`src/hsv2rgb_pkg.sv`:
```
package hsv2rgb_pkg;

   localparam int FRAC_BITS   = 16;
   localparam int FX_W        = FRAC_BITS + 1;
   localparam int HUE_W       = 13;
   localparam int REM_W       = 10;
   localparam int SEC_W       = 3;
   localparam int HUE_FULL    = 5760;
   localparam int HUE_SECTOR  = 960;
   localparam int NUM_SECTORS = 6;

   localparam int PROD_W = FX_W + REM_W;
   localparam int MUL_W  = 2 * FX_W;

   // divide by 960 as a shift by 6 and a reciprocal multiply by 1/15
   localparam int DIV_SHIFT = 6;
   localparam int DIV_ODD   = 15;
   localparam int Y_W       = PROD_W - DIV_SHIFT;
   localparam int DIV_K     = Y_W + 4;
   localparam int RECIP_W   = DIV_K - 3;
   localparam int EST_W     = Y_W + RECIP_W;
   localparam logic [RECIP_W-1:0] RECIP = RECIP_W'((64'd1 << DIV_K) / 64'(DIV_ODD));

   localparam logic [FX_W-1:0] FX_ONE = {1'b1, {FRAC_BITS{1'b0}}};

   localparam logic [SEC_W-1:0] SEC_RY = 3'd0;
   localparam logic [SEC_W-1:0] SEC_YG = 3'd1;
   localparam logic [SEC_W-1:0] SEC_GC = 3'd2;
   localparam logic [SEC_W-1:0] SEC_CB = 3'd3;
   localparam logic [SEC_W-1:0] SEC_BM = 3'd4;
   localparam logic [SEC_W-1:0] SEC_MR = 3'd5;

   typedef struct packed {
      logic [HUE_W-1:0] hue;
      logic [FX_W-1:0]  saturation;
      logic [FX_W-1:0]  brightness;
   } req_type;

   typedef struct packed {
      logic [FX_W-1:0] red;
      logic [FX_W-1:0] green;
      logic [FX_W-1:0] blue;
   } rsp_type;

   typedef struct packed {
      logic             valid;
      logic             gray;
      logic [SEC_W-1:0] sector;
   } ctl_type;

endpackage

```
`src/hsv2rgb_front.sv`:
```
module hsv2rgb_front
   import hsv2rgb_pkg::*;
(
   input  logic              clock,
   input  logic              reset,
   input  logic              accept,
   input  req_type           req,
   output ctl_type           ctl,
   output logic [FX_W-1:0]   val,
   output logic [MUL_W-1:0]  p_prod,
   output logic [PROD_W-1:0] f_prod,
   output logic [PROD_W-1:0] g_prod
);

   function automatic logic [HUE_W-1:0] sector_base(input logic [SEC_W-1:0] sec_sel);
      logic [HUE_W-1:0] base;
      case (sec_sel)
         SEC_RY:  base = HUE_W'(0);
         SEC_YG:  base = HUE_W'(HUE_SECTOR);
         SEC_GC:  base = HUE_W'(2 * HUE_SECTOR);
         SEC_CB:  base = HUE_W'(3 * HUE_SECTOR);
         SEC_BM:  base = HUE_W'(4 * HUE_SECTOR);
         SEC_MR:  base = HUE_W'(5 * HUE_SECTOR);
         default: base = HUE_W'(0);
      endcase
      return base;
   endfunction

   logic [HUE_W-1:0]  hue_wrap;
   logic [SEC_W-1:0]  sec;
   ctl_type           ctl_a_in, ctl_a_ff, ctl_b_ff;
   logic [FX_W-1:0]   sat_a_in, sat_a_ff;
   logic [FX_W-1:0]   val_a_in, val_a_ff, val_b_ff;
   logic [REM_W-1:0]  rem_a_in, rem_a_ff;
   logic [REM_W-1:0]  rest;
   logic [MUL_W-1:0]  p_prod_in, p_prod_ff;
   logic [PROD_W-1:0] f_prod_in, f_prod_ff;
   logic [PROD_W-1:0] g_prod_in, g_prod_ff;

   // stage a: clamp, hue wrap, sector split
   always_comb begin
      hue_wrap = (req.hue >= HUE_W'(HUE_FULL)) ? '0 : req.hue;
      sec = SEC_RY;
      for (int k = 1; k < NUM_SECTORS; k++) begin
         if (hue_wrap >= HUE_W'(k * HUE_SECTOR)) begin
            sec = SEC_W'(k);
         end
      end
      rem_a_in = REM_W'(hue_wrap - sector_base(sec));
      sat_a_in = (req.saturation > FX_ONE) ? FX_ONE : req.saturation;
      val_a_in = (req.brightness > FX_ONE) ? FX_ONE : req.brightness;
      ctl_a_in.valid  = accept;
      ctl_a_in.gray   = (req.saturation == '0);
      ctl_a_in.sector = sec;
   end

   // stage b: products
   always_comb begin
      rest      = REM_W'(HUE_SECTOR) - rem_a_ff;
      f_prod_in = PROD_W'(sat_a_ff) * PROD_W'(rem_a_ff);
      g_prod_in = PROD_W'(sat_a_ff) * PROD_W'(rest);
      p_prod_in = MUL_W'(val_a_ff) * MUL_W'(FX_ONE - sat_a_ff);
   end

   always_ff @(posedge clock) begin
      if (reset) begin
         ctl_a_ff <= '0;
         ctl_b_ff <= '0;
      end else begin
         ctl_a_ff <= ctl_a_in;
         ctl_b_ff <= ctl_a_ff;
      end
   end

   always_ff @(posedge clock) begin
      sat_a_ff  <= sat_a_in;
      val_a_ff  <= val_a_in;
      rem_a_ff  <= rem_a_in;
      val_b_ff  <= val_a_ff;
      p_prod_ff <= p_prod_in;
      f_prod_ff <= f_prod_in;
      g_prod_ff <= g_prod_in;
   end

   assign ctl    = ctl_b_ff;
   assign val    = val_b_ff;
   assign p_prod = p_prod_ff;
   assign f_prod = f_prod_ff;
   assign g_prod = g_prod_ff;

endmodule

```
`src/hsv2rgb_div960.sv`:
```
module hsv2rgb_div960
   import hsv2rgb_pkg::*;
(
   input  logic              clock,
   input  logic [PROD_W-1:0] dividend,
   output logic [FX_W-1:0]   quotient
);

   logic [Y_W-1:0]   y_in, y_ff;
   logic [EST_W-1:0] est_prod;
   logic [Y_W-1:0]   est_in, est_ff;
   logic [Y_W+3:0]   back;
   logic [Y_W+3:0]   diff;
   logic             fix;
   logic [FX_W-1:0]  quo_in, quo_ff;

   // estimate is exact or one low
   always_comb begin
      y_in     = dividend[PROD_W-1:DIV_SHIFT];
      est_prod = EST_W'(y_in) * EST_W'(RECIP);
      est_in   = Y_W'(est_prod >> DIV_K);
   end

   always_comb begin
      back   = {est_ff, 4'b0000} - (Y_W+4)'(est_ff);
      diff   = (Y_W+4)'(y_ff) - back;
      fix    = (diff >= (Y_W+4)'(DIV_ODD));
      quo_in = FX_W'(est_ff + Y_W'(fix));
   end

   always_ff @(posedge clock) begin
      y_ff   <= y_in;
      est_ff <= est_in;
      quo_ff <= quo_in;
   end

   assign quotient = quo_ff;

endmodule

```
`src/hsv2rgb_back.sv`:
```
module hsv2rgb_back
   import hsv2rgb_pkg::*;
(
   input  logic            clock,
   input  logic            reset,
   input  ctl_type         ctl,
   input  logic [FX_W-1:0] val,
   input  logic [FX_W-1:0] p,
   input  logic [FX_W-1:0] sf,
   input  logic [FX_W-1:0] sg,
   output logic            out_valid,
   output rsp_type         out_data
);

   ctl_type          ctl_e_ff;
   logic [FX_W-1:0]  val_e_ff, p_e_ff;
   logic [MUL_W-1:0] q_prod, t_prod;
   logic [FX_W-1:0]  q_in, q_ff, t_in, t_ff;
   rsp_type          rsp_in, rsp_ff;
   logic             valid_ff;

   // stage e: q and t
   always_comb begin
      q_prod = MUL_W'(val) * MUL_W'(FX_ONE - sf);
      t_prod = MUL_W'(val) * MUL_W'(FX_ONE - sg);
      q_in   = FX_W'(q_prod >> FRAC_BITS);
      t_in   = FX_W'(t_prod >> FRAC_BITS);
   end

   // stage f: sector mux, gray override
   always_comb begin
      case (ctl_e_ff.sector)
         SEC_RY:  rsp_in = '{red: val_e_ff, green: t_ff,     blue: p_e_ff};
         SEC_YG:  rsp_in = '{red: q_ff,     green: val_e_ff, blue: p_e_ff};
         SEC_GC:  rsp_in = '{red: p_e_ff,   green: val_e_ff, blue: t_ff};
         SEC_CB:  rsp_in = '{red: p_e_ff,   green: q_ff,     blue: val_e_ff};
         SEC_BM:  rsp_in = '{red: t_ff,     green: p_e_ff,   blue: val_e_ff};
         default: rsp_in = '{red: val_e_ff, green: p_e_ff,   blue: q_ff};
      endcase
      if (ctl_e_ff.gray) begin
         rsp_in = '{red: val_e_ff, green: val_e_ff, blue: val_e_ff};
      end
   end

   always_ff @(posedge clock) begin
      if (reset) begin
         ctl_e_ff <= '0;
         valid_ff <= 1'b0;
      end else begin
         ctl_e_ff <= ctl;
         valid_ff <= ctl_e_ff.valid;
      end
   end

   always_ff @(posedge clock) begin
      val_e_ff <= val;
      p_e_ff   <= p;
      q_ff     <= q_in;
      t_ff     <= t_in;
      rsp_ff   <= rsp_in;
   end

   assign out_valid = valid_ff;
   assign out_data  = rsp_ff;

endmodule

```
`src/hsv_to_rgb_converter_unit.sv`:
```
// throughput: one item per cycle, busy is never raised
// six register stages: sector split, products, two divide-by-960 steps,
// q and t scaling, sector mux; the receiver cannot stall the pipeline
// reset: synchronous, active high, clears the valid bits of all stages
module hsv_to_rgb_converter_unit
   import hsv2rgb_pkg::*;
(
   input  logic    clock,
   input  logic    reset,
   input  logic    start,
   output logic    busy,
   input  req_type req_data,
   output logic    rsp_valid,
   output rsp_type rsp_data
);

   logic              accept;
   ctl_type           ctl_b, ctl_c_ff, ctl_d_ff;
   logic [FX_W-1:0]   val_b, val_c_ff, val_d_ff;
   logic [MUL_W-1:0]  p_prod_b;
   logic [FX_W-1:0]   p_c_ff, p_d_ff;
   logic [PROD_W-1:0] f_prod_b, g_prod_b;
   logic [FX_W-1:0]   sf_d, sg_d;

   assign busy   = 1'b0;
   assign accept = start && !busy;

   hsv2rgb_front u_front (
      .clock  (clock),
      .reset  (reset),
      .accept (accept),
      .req    (req_data),
      .ctl    (ctl_b),
      .val    (val_b),
      .p_prod (p_prod_b),
      .f_prod (f_prod_b),
      .g_prod (g_prod_b)
   );

   hsv2rgb_div960 u_div_f (
      .clock    (clock),
      .dividend (f_prod_b),
      .quotient (sf_d)
   );

   hsv2rgb_div960 u_div_g (
      .clock    (clock),
      .dividend (g_prod_b),
      .quotient (sg_d)
   );

   // side band alongside the divide stages
   always_ff @(posedge clock) begin
      if (reset) begin
         ctl_c_ff <= '0;
         ctl_d_ff <= '0;
      end else begin
         ctl_c_ff <= ctl_b;
         ctl_d_ff <= ctl_c_ff;
      end
   end

   always_ff @(posedge clock) begin
      val_c_ff <= val_b;
      val_d_ff <= val_c_ff;
      p_c_ff   <= FX_W'(p_prod_b >> FRAC_BITS);
      p_d_ff   <= p_c_ff;
   end

   hsv2rgb_back u_back (
      .clock     (clock),
      .reset     (reset),
      .ctl       (ctl_d_ff),
      .val       (val_d_ff),
      .p         (p_d_ff),
      .sf        (sf_d),
      .sg        (sg_d),
      .out_valid (rsp_valid),
      .out_data  (rsp_data)
   );

`ifndef SYNTHESIS
   a_valid_from_start: assert property (@(posedge clock) disable iff (reset)
      rsp_valid |-> $past(start, 6))
      else $error("result item without a started item");

   a_range: assert property (@(posedge clock) disable iff (reset)
      rsp_valid |-> (rsp_data.red <= FX_ONE && rsp_data.green <= FX_ONE &&
                     rsp_data.blue <= FX_ONE))
      else $error("result channel above one");

   a_gray: assert property (@(posedge clock) disable iff (reset)
      (rsp_valid && $past(req_data.saturation, 6) == '0) |->
         (rsp_data.red == rsp_data.green && rsp_data.green == rsp_data.blue))
      else $error("zero saturation item not gray");
`endif

endmodule

```
`config.mk`:
```
export PLATFORM = sky130hd
export DESIGN_NAME = hsv_to_rgb_converter_unit
export DESIGN_NICKNAME = d
export VERILOG_FILES = /design/src/hsv2rgb_pkg.sv /design/src/hsv2rgb_front.sv /design/src/hsv2rgb_div960.sv /design/src/hsv2rgb_back.sv /design/src/hsv_to_rgb_converter_unit.sv
export SDC_FILE = /design/constraint.sdc
export NUM_CORES = 2
export LEC_CHECK = 0
export BUFFER_PORTS_ARGS = -buffer_cell sky130_fd_sc_hd__buf_2
export CAP_MARGIN = 10
export CORE_MARGIN = 2
export CORE_UTILIZATION = 40
export DETAILED_ROUTE_END_ITERATION = 6
export PLACE_DENSITY = 0.63
export RECOVER_POWER = 100
export SYNTH_ARGS = -nofsm -noshare
export SYNTH_HDL_FRONTEND = slang
export SYNTH_SLANG_ARGS = --single-unit
export TNS_END_PERCENT = 50
```
`constraint.sdc`:
```
create_clock -name clock -period 13.7 [get_ports clock]
set_input_delay 0.685 -clock clock [delete_from_list [all_inputs] [get_ports clock]]
set_output_delay 0.685 -clock clock [all_outputs]
set_load 0.005 [all_outputs]
```
==> impl_metrics.prom <==
# TYPE chip_impl_metric gauge
chip_impl_metric{name="slew_violations",unit=""} 711
chip_impl_metric{name="initial_drt_markers",unit=""} 2732
chip_impl_metric{name="ys_seq_area_share",unit="%"} 13.6
chip_impl_metric{name="core-area",unit="um^2"} 162000
chip_impl_info{name="cp_slowest_cell",value="clkbuf_1"} 1
chip_impl_metric{name="postCtsResizedCells",unit=""} 0
chip_impl_metric{name="post-place-ws",unit="ns"} 4.58
chip_impl_metric{name="first_global_vias",unit=""} 49800
chip_impl_metric{name="global_route.usage.total",unit="%"} 19.5
chip_impl_metric{name="clock_path_buffers",unit=""} 3
chip_impl_metric{name="gp_congestion",unit=""} 0.896
chip_impl_metric{name="wl_per_cell",unit="um"} 17.0
chip_impl_info{name="timing.setup.critical_path_class",value="reg -> reg"} 1
chip_impl_metric{name="yosys_register_bits",unit=""} 445
chip_impl_info{name="clock_tree.root_cell",value="clkbuf_16"} 1
chip_impl_info{name="startpoint_type",value="flop"} 1
chip_impl_metric{name="tritoncts.num_buffers",unit=""} 52
chip_impl_metric{name="drc",unit=""} 0
chip_impl_metric{name="count_of_yosys_warnings_during_synthesis",unit=""} 0
chip_impl_metric{name="cp_num_buf_inv",unit=""} 4
chip_impl_info{name="worst_path_most_repeated_cell",value="fa_1"} 1
chip_impl_metric{name="report.final.setup_viol",unit=""} 0
chip_impl_metric{name="ant_nets",unit=""} 0
chip_impl_metric{name="route.vias.total",unit=""} 46400
chip_impl_metric{name="synth.cell_area",unit="um^2"} 65300
chip_impl_metric{name="finalHoldViolations",unit=""} 0
chip_impl_metric{name="drt_pre_antenna_iters",unit=""} 7
chip_impl_metric{name="timing.fmax",unit="GHz"} 0.103
chip_impl_metric{name="clock-skew-final",unit="ns"} 0.0463
chip_impl_metric{name="cts.repair_timing.setup_buffer_count",unit=""} 0
chip_impl_metric{name="cts_hold_repair.buffers",unit=""} 0
chip_impl_info{name="failed_checks",value="max-capacitance violations, max-slew violations"} 1
chip_impl_metric{name="io_pins",unit=""} 103
chip_impl_metric{name="tritoncts_num_sinks",unit=""} 445
chip_impl_metric{name="number_of_standard_cells_after_synthesis",unit=""} 7085
chip_impl_metric{name="finalWorstPathRequiredPeriod",unit="ns"} 9.76
chip_impl_metric{name="area_of_all_placed_cells_without_fillers",unit="um^2"} 70000
chip_impl_metric{name="cts-htree-levels",unit=""} 2
chip_impl_metric{name="initial_core_utilization",unit="%"} 40.2
chip_impl_metric{name="die_height",unit="um"} 408
chip_impl_metric{name="worst_slew_pin_slew",unit="ns"} 2.89
chip_impl_metric{name="grt_remaining_overflow",unit=""} 0
chip_impl_info{name="synth-main-ff-cell",value="dfxtp_1"} 1
chip_impl_metric{name="worst-endpoint-arrival",unit="ns"} 10.32
chip_impl_metric{name="areaGrowthSynthToFinish",unit="%"} 7.13
chip_impl_info{name="hold_path.class",value="in -> reg"} 1
chip_impl_info{name="crit_path_end_kind",value="flop"} 1
chip_impl_metric{name="critical_path.max_stage_delay",unit="ns"} 0.63
chip_impl_metric{name="placed_cell_area",unit="um^2"} 68300
chip_impl_metric{name="timing.slew.headroom",unit="%"} -92.6
chip_impl_metric{name="post-route-worst-setup-slack",unit="ns"} 3.94
chip_impl_info{name="hp-start",value="start"} 1
chip_impl_metric{name="largest_net_degree_at_the_start_of_global_routing",unit=""} 73
chip_impl_info{name="grt_setup_unrepaired",value="no"} 1
chip_impl_info{name="cts_tree",value="built"} 1
chip_impl_metric{name="grt_antenna_before_repair",unit=""} 12
chip_impl_metric{name="dieArea",unit="um^2"} 167000
chip_impl_metric{name="finalCritPeriodShare",unit="%"} 71.2
chip_impl_metric{name="maxCapViolCount",unit=""} 21
chip_impl_info{name="cp-startpoint",value="u_front.sat_a_ff[2]"} 1
chip_impl_metric{name="mapped_avg_cell_area",unit="um^2"} 9.22
chip_impl_metric{name="postSynth.asyncResetShare",unit="%"} 0
chip_impl_metric{name="route.final.wire_length",unit="um"} 158000
chip_impl_metric{name="via_per_inst",unit=""} 4.99
chip_impl_metric{name="mappedNetlistNets",unit=""} 9050
chip_impl_metric{name="die_x",unit="um"} 408
chip_impl_metric{name="clkTransAtPathRegs",unit="ns"} 0.06
chip_impl_metric{name="io_buffers",unit=""} 101
chip_impl_metric{name="grt_pass1_wl",unit="um"} 263000
chip_impl_metric{name="synth_edf_count",unit=""} 0
chip_impl_metric{name="whs",unit="ns"} 0.220
chip_impl_metric{name="synth_cell_type_count",unit=""} 83
chip_impl_metric{name="fin_nets",unit=""} 9032
chip_impl_metric{name="finalSetupTns",unit="ns"} 0
chip_impl_metric{name="cp_max_fo",unit=""} 23
chip_impl_metric{name="drive_gt1_share",unit="%"} 3.67
chip_impl_metric{name="rows",unit=""} 148
chip_impl_metric{name="r2r_setup_slack",unit="ns"} 3.94
chip_impl_info{name="cell_type_group_with_the_largest_total_delay_on_the_critical_path",value="adder cells"} 1
chip_impl_metric{name="dp_hpwl",unit="um"} 123000
chip_impl_metric{name="clk-insertion-delay-late",unit="ns"} 0.69
chip_impl_info{name="r2r-start",value="u_front.sat_a_ff[2]"} 1
chip_impl_metric{name="worst-endpoint-required",unit="ns"} 14.26
chip_impl_info{name="run_status",value="complete, but fails checks"} 1
## per-stage QoR
step                std cells  utilization [%]
floorplan                7085                -
global placement         9188             42.0
detailed placement       9188             42.0
CTS                      9286             43.2
global route             9287             43.1
finish                   9288             43.1
## cell families (layout without fill, tap and decap cells)
group	count (synthesis)	count (layout)	synth area share (%)
AO/OA/AOI/OAI	617	617	6.15
XOR/XNOR	285	285	3.82
adder cells (fa/ha/maj)	1915	1915	50.7
buffers and inverters	1801	1827	10.4
flip-flops	445	445	13.6
multiplexers	26	26	0.402
other	1	3	0.00574
AND/OR/NAND/NOR	1995	1995	14.9
## cell usage after synthesis (5+ instances only)
cell type     n  area, um^2
inv_1      1536        5770
fa_1       1218       24400
nand2_1     867        3250
ha_1        697        8720
and2_1      507        3170
dfxtp_1     445        8910
clkbuf_1    247         927
nor2_1      203         762
xnor2_1     200        1750
a21oi_1     168         841
o21ai_0     145         726
nor2b_1      99         619
xor2_1       85         744
nor3_1       66         330
nand3_1      49         245
a21o_1       47         353
nand2b_1     33         206
o21a_1       32         240
nor4_1       31         194
nor3b_1      30         225
and3_1       29         181
nand4_1      28         175
mux2i_1      24         240
a22oi_1      23         173
a31oi_1      22         138
o22ai_1      20         125
a211oi_1     17         128
a222oi_1     17         170
o211ai_1     17         128
or3_1        17         106
buf_1        16        60.1
o21bai_1     13        97.6
or2_2        10        62.6
a21boi_0      8        60.1
o2111ai_1     7        61.3
a2111oi_0     6        52.6
a211o_1       6        52.6
and4_1        6        52.6
o31a_1        6        52.6
o41ai_1       6        52.6
a311oi_1      5        43.8
a31o_2        5        43.8
nand3b_1      5        37.5
or4_1         5        37.5
## metal layers
metal,vias up,GRT usage [%],routed length [um]
li1,21500,-,-
met5,-,0,49
met4,8,5.56,4090
met3,263,2.31,9090
met2,1233,33.1,75200
met1,23300,26.3,69600
## layout by cell type, fill, tap and decap left out, types with 28 or more instances in the layout
cell type,count
a21o_1,47
a21oi_1,170
and2_1,498
and3_1,29
buf_2,69
buf_4,70
clkbuf_1,56
clkbuf_16,52
dfxtp_1,443
fa_1,1218
ha_1,697
inv_1,1536
nand2_1,867
nand2b_1,33
nand3_1,49
nand4_1,28
nor2_1,203
nor2b_1,99
nor3_1,66
nor3b_1,30
nor4_1,31
o21a_1,32
o21ai_0,147
xnor2_1,200
xor2_1,80
## worst reg2reg max path, stage by stage (launching register included)
cell	delay, ns
dfxtp_1	0.56
or4_1	0.63
nor4_1	0.51
nand2b_1	0.15
nor4_1	0.44
xnor2_1	0.18
clkbuf_1	0.63
nand2_1	0.18
fa_1	0.55
fa_1	0.54
inv_1	0.05
fa_1	0.48
fa_1	0.51
fa_1	0.49
inv_1	0.06
fa_1	0.47
inv_1	0.04
ha_1	0.27
a21oi_1	0.17
nand2_1	0.09
or4_1	0.59
a21oi_1	0.26
o21ai_0	0.34
o31a_1	0.39
a211o_1	0.31
a2111o_1	0.44
a31o_1	0.24
xnor2_1	0.11
## final cells by class
type / instances / area [um^2]
diodes: 2 / 5.00
clock buffers: 58 / 1360
clock inverters: 40 / 518
fillers: 15800 / 92400
inverters: 1536 / 5770
multi-input cells: 4839 / 49600
flip-flops and latches: 445 / 8910
well taps: 2175 / 2720
repair buffers: 193 / 1070
## final timing paths
path / to / cells after the start
min: u_front.ctl_a_ff[4] / 2
max reg2reg: u_front.p_prod[32] / 27
max: u_front.p_prod[32] / 27
min reg2reg: val_c_ff[12] / 0
## state kept, by name, summed over array words and instances, names as in the netlist, 18 cells and up
name / cells
u_back.out_data: 51
u_front.f_prod: 21
u_div_f.y_ff: 21
u_front.g_prod: 21
u_div_g.est_ff: 18
u_div_f.est_ff: 18
u_div_g.y_ff: 21
Power is not shown: default switching activity piles up to over one toggle a cycle in this logic, so the estimate is an artifact.
